<file path="src/hw/rtl/ple_pkg.sv">
// ----------------------------------------------------------------------------
// ple_pkg
// Shared types, codes and widths of the positional list engine.
// ----------------------------------------------------------------------------
package ple_pkg;

    localparam int DEPTH_DEF      = 16;
    localparam int DATA_WIDTH_DEF = 32;

    localparam int OPCODE_W   = 2;
    localparam int POS_W      = 5;
    localparam int IO_DATA_W  = 32;
    localparam int STATUS_W   = 2;
    localparam int LEN_W      = 5;
    localparam int S_TDATA_W  = 40;
    localparam int M_TDATA_W  = 40;

    typedef enum logic [OPCODE_W-1:0] {
        OP_INSERT = 2'd0,
        OP_REMOVE = 2'd1,
        OP_READ   = 2'd2,
        OP_SORT   = 2'd3
    } op_t;

    typedef enum logic [STATUS_W-1:0] {
        STAT_OK    = 2'd0,
        STAT_RANGE = 2'd1,
        STAT_FULL  = 2'd2
    } status_t;

    typedef enum logic [1:0] {
        CELL_HOLD   = 2'd0,
        CELL_INSERT = 2'd1,
        CELL_REMOVE = 2'd2,
        CELL_SORT   = 2'd3
    } cell_op_t;

    typedef struct packed {
        cell_op_t kind;
        logic     phase;
        logic     is_signed;
    } cell_cmd_t;

    typedef enum logic [1:0] {
        FSM_IDLE = 2'b01,
        FSM_SORT = 2'b10
    } fsm_t;

endpackage

</file>
<file path="src/hw/rtl/positional_list_engine.sv">
// ----------------------------------------------------------------------------
// positional_list_engine
// Ordered list of up to DEPTH words addressed by position, kept in a row of
// cells, with insert, remove, read and ascending sort.
// ----------------------------------------------------------------------------
// Insert, remove and read: the cell row shifts or is tapped in the cycle of
// the transfer and the result is registered for the next cycle. Sort runs
// an odd-even compare-swap over the row, one round per cycle, for as many
// rounds as there are stored words, holding s_tready low until its result is
// loaded. The next input is taken only when the result register
// is empty or its result leaves on the master side in the same cycle.
module positional_list_engine #(
    parameter int DEPTH      = ple_pkg::DEPTH_DEF,
    parameter int DATA_WIDTH = ple_pkg::DATA_WIDTH_DEF
) (
    input  logic                          clk,
    input  logic                          rst_n,
    input  logic                          cfg_we,
    input  logic                          cfg_data,   // compare_signed
    input  logic                          s_tvalid,
    output logic                          s_tready,
    // [1:0] opcode, [6:2] position, [38:7] data_in, [39] zero
    input  logic [ple_pkg::S_TDATA_W-1:0] s_tdata,
    output logic                          m_tvalid,
    input  logic                          m_tready,
    // [31:0] data_out, [33:32] status, [38:34] list_length, [39] zero
    output logic [ple_pkg::M_TDATA_W-1:0] m_tdata
);

    localparam int IDX_W = $clog2(DEPTH);
    localparam int CNT_W = $clog2(DEPTH + 1);

    ple_pkg::op_t                  opcode;
    logic [ple_pkg::POS_W-1:0]     position;
    logic [ple_pkg::IO_DATA_W-1:0] data_in;
    logic [DATA_WIDTH-1:0]         word_in;
    logic [DATA_WIDTH-1:0]         words [DEPTH];
    logic [DEPTH-1:0]              swaps;
    logic [DATA_WIDTH-1:0]         rd_word;
    ple_pkg::cell_cmd_t            cmd;
    logic [IDX_W-1:0]              at;
    logic [CNT_W-1:0]              count;
    logic [ple_pkg::IO_DATA_W-1:0] data_out;
    ple_pkg::status_t              status;
    logic [ple_pkg::LEN_W-1:0]     list_length;

    assign opcode   = ple_pkg::op_t'(s_tdata[1:0]);
    assign position = s_tdata[6:2];
    assign data_in  = s_tdata[38:7];
    assign word_in  = DATA_WIDTH'(data_in);
    assign rd_word  = words[IDX_W'(position)];
    assign swaps[0] = 1'b0;

    genvar i;
    generate
        for (i = 0; i < DEPTH; i++)
        begin : g_cell
            logic [DATA_WIDTH-1:0] prev_word;
            logic [DATA_WIDTH-1:0] next_word;
            logic                  swap_out;

            if (i == 0)
            begin : g_first
                assign prev_word = words[0];
            end
            else
            begin : g_mid_prev
                assign prev_word = words[i-1];
            end

            if (i == DEPTH - 1)
            begin : g_last
                assign next_word = words[DEPTH-1];
            end
            else
            begin : g_mid_next
                assign next_word  = words[i+1];
                assign swaps[i+1] = swap_out;
            end

            ple_cell #(
                .DEPTH      (DEPTH),
                .DATA_WIDTH (DATA_WIDTH),
                .INDEX      (i)
            ) u_cell (
                .clk       (clk),
                .cmd       (cmd),
                .at        (at),
                .count     (count),
                .word_in   (word_in),
                .prev_word (prev_word),
                .next_word (next_word),
                .swap_in   (swaps[i]),
                .swap_out  (swap_out),
                .word      (words[i])
            );
        end
    endgenerate

    ple_ctrl #(
        .DEPTH      (DEPTH),
        .DATA_WIDTH (DATA_WIDTH)
    ) u_ctrl (
        .clk         (clk),
        .rst_n       (rst_n),
        .cfg_we      (cfg_we),
        .cfg_data    (cfg_data),
        .in_valid    (s_tvalid),
        .in_ready    (s_tready),
        .opcode      (opcode),
        .position    (position),
        .rd_word     (rd_word),
        .out_valid   (m_tvalid),
        .out_ready   (m_tready),
        .data_out    (data_out),
        .status      (status),
        .list_length (list_length),
        .cmd         (cmd),
        .at          (at),
        .count       (count)
    );

    assign m_tdata = {1'b0, list_length, status, data_out};

endmodule

</file>
<file path="src/hw/rtl/ple_cell.sv">
// ----------------------------------------------------------------------------
// ple_cell
// One list slot: holds a word, shifts with its neighbors on insert and
// remove, and compare-swaps with its right neighbor during sort.
// ----------------------------------------------------------------------------
module ple_cell #(
    parameter int DEPTH      = ple_pkg::DEPTH_DEF,
    parameter int DATA_WIDTH = ple_pkg::DATA_WIDTH_DEF,
    parameter int INDEX      = 0,
    localparam int IDX_W     = $clog2(DEPTH),
    localparam int CNT_W     = $clog2(DEPTH + 1)
) (
    input  logic                  clk,
    input  ple_pkg::cell_cmd_t    cmd,
    input  logic [IDX_W-1:0]      at,
    input  logic [CNT_W-1:0]      count,
    input  logic [DATA_WIDTH-1:0] word_in,
    input  logic [DATA_WIDTH-1:0] prev_word,
    input  logic [DATA_WIDTH-1:0] next_word,
    input  logic                  swap_in,
    output logic                  swap_out,
    output logic [DATA_WIDTH-1:0] word
);

    localparam logic [IDX_W-1:0]      POS      = IDX_W'(INDEX);
    localparam logic [CNT_W-1:0]      NEXT_POS = CNT_W'(INDEX + 1);
    localparam logic                  PARITY   = 1'(INDEX % 2);
    localparam logic [DATA_WIDTH-1:0] SIGN     = DATA_WIDTH'(1) << (DATA_WIDTH - 1);

    logic [DATA_WIDTH-1:0] word_reg;
    logic [DATA_WIDTH-1:0] word_next;
    logic [DATA_WIDTH-1:0] key_self;
    logic [DATA_WIDTH-1:0] key_next;
    logic                  greater;
    logic                  lower;

    always_comb
    begin
        key_self = cmd.is_signed ? (word_reg ^ SIGN) : word_reg;
        key_next = cmd.is_signed ? (next_word ^ SIGN) : next_word;
        greater  = key_self > key_next;
        lower    = (cmd.phase == PARITY) && (count > NEXT_POS);
        swap_out = (cmd.kind == ple_pkg::CELL_SORT) && lower && greater;
    end

    always_comb
    begin
        word_next = word_reg;
        case (cmd.kind)
            ple_pkg::CELL_INSERT:
            begin
                if (POS > at)
                    word_next = prev_word;
                else if (POS == at)
                    word_next = word_in;
            end
            ple_pkg::CELL_REMOVE:
            begin
                if (POS >= at)
                    word_next = next_word;
            end
            ple_pkg::CELL_SORT:
            begin
                if (swap_out)
                    word_next = next_word;
                else if (swap_in)
                    word_next = prev_word;
            end
            default:
            begin
                word_next = word_reg;
            end
        endcase
    end

    always_ff @(posedge clk)
    begin
        word_reg <= word_next;
    end

    assign word = word_reg;

endmodule

</file>
<file path="src/hw/rtl/ple_ctrl.sv">
// ----------------------------------------------------------------------------
// ple_ctrl
// Sequencer of the list: length, sort rounds, stream handshake and the
// result register.
// ----------------------------------------------------------------------------
module ple_ctrl #(
    parameter int DEPTH      = ple_pkg::DEPTH_DEF,
    parameter int DATA_WIDTH = ple_pkg::DATA_WIDTH_DEF,
    localparam int IDX_W     = $clog2(DEPTH),
    localparam int CNT_W     = $clog2(DEPTH + 1),
    localparam int CMP_W     = (CNT_W > ple_pkg::POS_W) ? CNT_W : ple_pkg::POS_W
) (
    input  logic                          clk,
    input  logic                          rst_n,
    input  logic                          cfg_we,
    input  logic                          cfg_data,
    input  logic                          in_valid,
    output logic                          in_ready,
    input  ple_pkg::op_t                  opcode,
    input  logic [ple_pkg::POS_W-1:0]     position,
    input  logic [DATA_WIDTH-1:0]         rd_word,
    output logic                          out_valid,
    input  logic                          out_ready,
    output logic [ple_pkg::IO_DATA_W-1:0] data_out,
    output ple_pkg::status_t              status,
    output logic [ple_pkg::LEN_W-1:0]     list_length,
    output ple_pkg::cell_cmd_t            cmd,
    output logic [IDX_W-1:0]              at,
    output logic [CNT_W-1:0]              count
);

    localparam logic [CNT_W-1:0] FULL = CNT_W'(DEPTH);

    ple_pkg::fsm_t  state_reg, state_next;
    logic [CNT_W-1:0] count_reg, count_next;
    logic [CNT_W-1:0] round_reg, round_next;
    logic             phase_reg, phase_next;
    logic             signed_reg;
    logic             valid_reg, valid_next;
    logic [ple_pkg::IO_DATA_W-1:0] data_reg, data_next;
    ple_pkg::status_t status_reg, status_next;
    logic [ple_pkg::LEN_W-1:0] len_reg, len_next;
    logic             out_free;
    logic             accept;
    logic             in_range;
    logic             full;
    logic             load;

    always_comb
    begin
        out_free = !valid_reg || out_ready;
        in_ready = (state_reg == ple_pkg::FSM_IDLE) && out_free;
        accept   = in_valid && in_ready;
        in_range = CMP_W'(position) < CMP_W'(count_reg);
        full     = count_reg == FULL;

        state_next  = state_reg;
        count_next  = count_reg;
        round_next  = round_reg;
        phase_next  = phase_reg;
        data_next   = data_reg;
        status_next = status_reg;
        len_next    = len_reg;
        load        = 1'b0;
        at          = IDX_W'(position);
        cmd.kind      = ple_pkg::CELL_HOLD;
        cmd.phase     = phase_reg;
        cmd.is_signed = signed_reg;

        case (state_reg)
            ple_pkg::FSM_IDLE:
            begin
                if (accept)
                begin
                    data_next   = '0;
                    status_next = ple_pkg::STAT_OK;
                    case (opcode)
                        ple_pkg::OP_INSERT:
                        begin
                            load = 1'b1;
                            if (full)
                                status_next = ple_pkg::STAT_FULL;
                            else
                            begin
                                cmd.kind   = ple_pkg::CELL_INSERT;
                                at         = in_range ? IDX_W'(position) : IDX_W'(count_reg);
                                count_next = count_reg + CNT_W'(1);
                            end
                        end
                        ple_pkg::OP_REMOVE:
                        begin
                            load = 1'b1;
                            if (in_range)
                            begin
                                cmd.kind   = ple_pkg::CELL_REMOVE;
                                data_next  = ple_pkg::IO_DATA_W'(rd_word);
                                count_next = count_reg - CNT_W'(1);
                            end
                            else
                                status_next = ple_pkg::STAT_RANGE;
                        end
                        ple_pkg::OP_READ:
                        begin
                            load = 1'b1;
                            if (in_range)
                                data_next = ple_pkg::IO_DATA_W'(rd_word);
                            else
                                status_next = ple_pkg::STAT_RANGE;
                        end
                        default:
                        begin
                            state_next = ple_pkg::FSM_SORT;
                            round_next = count_reg;
                            phase_next = 1'b0;
                        end
                    endcase
                    len_next = ple_pkg::LEN_W'(count_next);
                end
            end
            ple_pkg::FSM_SORT:
            begin
                if (round_reg != '0)
                begin
                    cmd.kind   = ple_pkg::CELL_SORT;
                    round_next = round_reg - CNT_W'(1);
                    phase_next = !phase_reg;
                end
                else if (out_free)
                begin
                    load       = 1'b1;
                    state_next = ple_pkg::FSM_IDLE;
                end
            end
            default:
            begin
                state_next = ple_pkg::FSM_IDLE;
            end
        endcase

        if (load)
            valid_next = 1'b1;
        else if (out_ready)
            valid_next = 1'b0;
        else
            valid_next = valid_reg;
    end

    always_ff @(posedge clk or negedge rst_n)
    begin
        if (!rst_n)
        begin
            state_reg  <= ple_pkg::FSM_IDLE;
            count_reg  <= '0;
            round_reg  <= '0;
            phase_reg  <= 1'b0;
            signed_reg <= 1'b0;
            valid_reg  <= 1'b0;
        end
        else
        begin
            state_reg <= state_next;
            count_reg <= count_next;
            round_reg <= round_next;
            phase_reg <= phase_next;
            valid_reg <= valid_next;
            if (cfg_we)
                signed_reg <= cfg_data;
        end
    end

    always_ff @(posedge clk)
    begin
        data_reg   <= data_next;
        status_reg <= status_next;
        len_reg    <= len_next;
    end

    assign out_valid   = valid_reg;
    assign data_out    = data_reg;
    assign status      = status_reg;
    assign list_length = len_reg;
    assign count       = count_reg;

endmodule

</file>
<file path="config.mk">
export PLATFORM = sky130hd
export DESIGN_NAME = positional_list_engine
export DESIGN_NICKNAME = d
export VERILOG_FILES = /design/src/hw/rtl/ple_pkg.sv /design/src/hw/rtl/positional_list_engine.sv /design/src/hw/rtl/ple_cell.sv /design/src/hw/rtl/ple_ctrl.sv
export SDC_FILE = /design/constraint.sdc
export NUM_CORES = 2
export LEC_CHECK = 0
export BUFFER_PORTS_ARGS = -buffer_cell sky130_fd_sc_hd__buf_2
export CAP_MARGIN = 20
export CORE_ASPECT_RATIO = 1.75
export CORE_MARGIN = 5
export CORE_UTILIZATION = 50
export CTS_BUF_LIST = sky130_fd_sc_hd__clkbuf_2 sky130_fd_sc_hd__clkbuf_4 sky130_fd_sc_hd__clkbuf_8
export CTS_CLUSTER_DIAMETER = 30
export CTS_CLUSTER_SIZE = 8
export DETAILED_ROUTE_END_ITERATION = 6
export PLACE_DENSITY = 0.66
export SLEW_MARGIN = 20
export SYNTH_ARGS = -nofsm -noshare
export SYNTH_HDL_FRONTEND = slang
export SYNTH_HIERARCHICAL = 1
export SYNTH_SLANG_ARGS = --single-unit
</file>
<file path="constraint.sdc">
create_clock -name clk -period 16.6 [get_ports clk]
set_input_delay 3.32 -clock clk [delete_from_list [all_inputs] [get_ports clk]]
set_output_delay 3.32 -clock clk [all_outputs]
set_load 0.05 [all_outputs]
</file>
==> impl_metrics.toml <==
[timing]
tns_ns = 0
max_freq_ghz = 0.1087
relSlewSlack = 0.2138
fin_crit_sh = 0.5542
hold_viol_final = 0
tightest_slew_ns = 1.178
setup_viol = 0
period_minus_slack_ns = 9.200
drv_slew = 0
skew_ns = 0.03199
rsz0062_at_grt = "false"

[clock_tree]
clockBufferDepth = 3
cts-resized-gates = 0
post-cts-setup-buffer-count = 0
cts_hold_buf = 0
cts_tree = "done"
cts_made_buffers = 135
root_buffer = "clkbuf_8"
clock_latency_ns = 0.85
htree_levels = 4
clkTransAtPathRegs_ns = 0.06
cts_sinks = 566

[synth]
yosysWarnings = 6
async_reset_ff_frac = 0.02650
netlist_instances = 5600
synth_seq_cells = 566
ys_top_cells_by_area = "edfxtp_1, ha_1, mux4_2"
syn_area_um2 = 53780
synth_edf_count = 551
ys_seq_area_frac = 0.3147
ys.flop_type = "edfxtp_1"
ys_types = 120
synth_top_area_frac = 0.3077
synth_top_area_cell = "edfxtp_1"
syn_avg_cell_area_um2 = 9.604

[flow_run]
maxCapViolations = 0

[routing]
drt-total-wl_um = 175900
wl_per_cell_um = 25.02
top_layer_used = "met5"
drt-met1-wl_um = 61750
drcViolationCount = 14
vias_per_cell = 6.657
ant_nets = 0
dr_wl_met2_um = 92120
first_pass_iters = 7
drt_iter0_markers = 4115
via_count = 46810
wl_met3_um = 8953

[final_layout]
largest_reg_flops = 512
synthToLayoutAreaGrowth_pct = 7.936
nFillCells = 9626
final_cells = 7032
fin_nets = 6119
multi_input_area_um2 = 32820
drive_gt1_frac = 0.1518
seqCellArea_um2 = 16920

[status]
violations = "DRC"
status = "complete, but fails checks"

[floorplan]
start_util = 0.5025
dieWidth_um = 257.9
die_h_um = 443.9
rows = 159
core-area_um2 = 107000
io_pins = 88
die_area_um2 = 114500

[setup_path]
worst_path_max_delay_cell = "buf_4"
r2r_setup_slack_ns = 9.30
cp.arrival_ns = 9.71
cp_slowest_stage_delay_ns = 0.76
reg2regPathDepth = 15
path_buf_inv = 5
start_kind = "primary input"
r2r-start = "u_ctrl/state_reg[0]"
r2r-end = "g_cell[11].u_cell/word[30]"
path_cells = "buf_6 -> ha_1 -> nand2_1 -> o21ai_4 -> a21oi_2 -> nand2_1 -> a21oi_4 -> buf_4 -> buf_4 -> buf_12 -> nand2_1 -> or3_1 -> a21o_1 -> a31oi_1 -> or2_2 -> nand3_1 -> nand3b_1 -> buf_4"
cp-startpoint = "s_tdata[3]"
cp.required_ns = 17.11
end_kind = "flip-flop"
crit_type = "primary input to flip-flop"
cp_max_fo = 110
cp_top_family = "buffers and inverters"

[global_route]
antenna_found_initial = 6
grt_pass1_wl_um = 266800
grt_overflow = 0
grt_max_degree = 157
grt_pass1_vias = 46350
groute.usage.overall = 0.2942

[pwr]
p_seq_frac = 0.310
switchingPower_uw = 4023
intPower_uw = 5144
sw_frac_of_total = 0.4389
peakVddDrop_mv = 0.1031
p_leak_uw = 0.02386
combPwrFrac = 0.492
power_frac_clock = 0.198
power.density_nw_per_um2 = 157.9

[hold_path]
worstHoldPathCells = 2
holdCritPathClass = "flip-flop to flip-flop"
holdPathEnd = "u_ctrl/state_reg[0]"
hold_start = "u_ctrl/state_reg[0]"

[place]
hpwl_um = 132800
gp_congestion = 0.8944
dpl.cell_count = 6785
portBuffers = 85
## layer usage
metal	vias to the layer above	track usage
met4	2	0.1907
li1	21450	-
met2	1803	0.5450
met3	545	0.04128
met5	-	0
met1	23010	0.3087
## power groups by stage
| stage | sequential, µW | combinational [µW] | clock (µW) |
|---|---|---|---|
| global route | 2900 | 4920 | 1920 |
| global placement | 2830 | 4290 | 0 |
| finish | 2840 | 4510 | 1820 |
| CTS | 2820 | 4460 | 1850 |
| floorplan | 2740 | 3250 | 0 |
| detailed placement | 2840 | 4440 | 0 |
## worst register-to-register path, stage by stage (launching register included)
cell and delay, ns:
dfstp_2 0.53, ha_1 0.25, nand3_1 0.27, inv_2 0.42, buf_4 0.58, nand2_1 0.34
a21oi_4 0.36, buf_4 0.65, nand2_1 0.72, nor3_1 0.40, o21ai_1 0.18, a31oi_1 0.49
or2_1 0.79, a21oi_1 0.17, o21ai_4 0.61, buf_16 0.23
## logic make-up (layout without fill, tap and decap cells)
family	Yosys count	after routing	synth area share
AO/OA/AOI/OAI	1655	1655	0.2467
AND/OR/NAND/NOR	1540	1540	0.1492
buffers and inverters	1016	1075	0.08187
flip-flops	566	566	0.3147
adder cells (fa/ha/maj)	520	520	0.1208
multiplexers	276	276	0.08243
XOR/XNOR	26	26	0.004234
other	1	6	0.00006973
## synthesized netlist by cell type, types with 40 or more instances
master    count
o21ai_0     188
clkbuf_1    231
mux2_2       50
buf_6        49
mux2i_1      93
and3_1      129
a211oi_1    224
nor2_1      245
nand3b_1     71
a21oi_1     341
edfxtp_1    551
a22oi_1      69
nor2b_1     204
inv_1       651
o221a_1     163
nand4_1     106
mux4_2      128
o211ai_1     40
a221oi_2    102
a211o_1      92
ha_1        517
o311a_1      70
nand2_1     502
nand3_1      75
## metrics by stage
step	worst slack (ns)	total power (µW)	util	instance area, µm²	hold slack, ns
floorplan	5.965	5990	-	53780	0.4772
global placement	6.478	7118	0.5144	55060	0.4908
detailed placement	6.597	7285	0.5151	55130	0.5046
CTS	7.533	9134	0.5419	58000	0.5131
global route	7.130	9734	0.5424	58050	0.5389
finish	7.400	9168	0.5424	58050	0.5119
## worst max-delay path by stage
stage / end / slack (ns) / cells past startpoint
after global routing: g_cell[5].u_cell/word[11] / 7.13 / 18
final: g_cell[5].u_cell/word[4] / 7.40 / 18
after floorplan: g_cell[3].u_cell/word[0] / 5.97 / 9
after global placement: g_cell[11].u_cell/word[26] / 6.48 / 15
after CTS: g_cell[11].u_cell/word[30] / 7.53 / 16
after detailed placement: g_cell[11].u_cell/word[27] / 6.60 / 16
## cell usage in the layout (no fill, tap or decap), drive strengths merged, types with 26 or more instances in the layout
| cell type | count |
|---|---|
| o22ai | 27 |
| nand3b | 71 |
| nor3 | 26 |
| nor2 | 245 |
| edfxtp | 551 |
| mux2i | 93 |
| a211o | 92 |
| a21o | 34 |
| inv | 653 |
| a222oi | 32 |
| ha | 517 |
| o311a | 74 |
| and3 | 129 |
| a21oi | 350 |
| clkbuf | 158 |
| o21ai | 210 |
| a221oi | 125 |
| clkinv | 49 |
| mux4 | 128 |
| a22oi | 69 |
| o22a | 33 |
| nor2b | 207 |
| a211oi | 226 |
| o221a | 196 |
| o211ai | 41 |
| or2 | 51 |
| buf | 182 |
| mux2 | 55 |
| nand4 | 113 |
| nand3 | 78 |
| nand2 | 504 |
## area by class of cell
type                            instances  area share
Antenna cell                            4   0.0001724
Clock inverter                         83     0.01408
Multi-Input combinational cell       4019      0.5653
Tap cell                             1368     0.02949
Timing Repair Buffer                  182     0.02181
Clock buffer                          158     0.03541
Sequential cell                       566      0.2915
Inverter                              652     0.04216
Note: power is estimated with default switching activity, not from simulation.
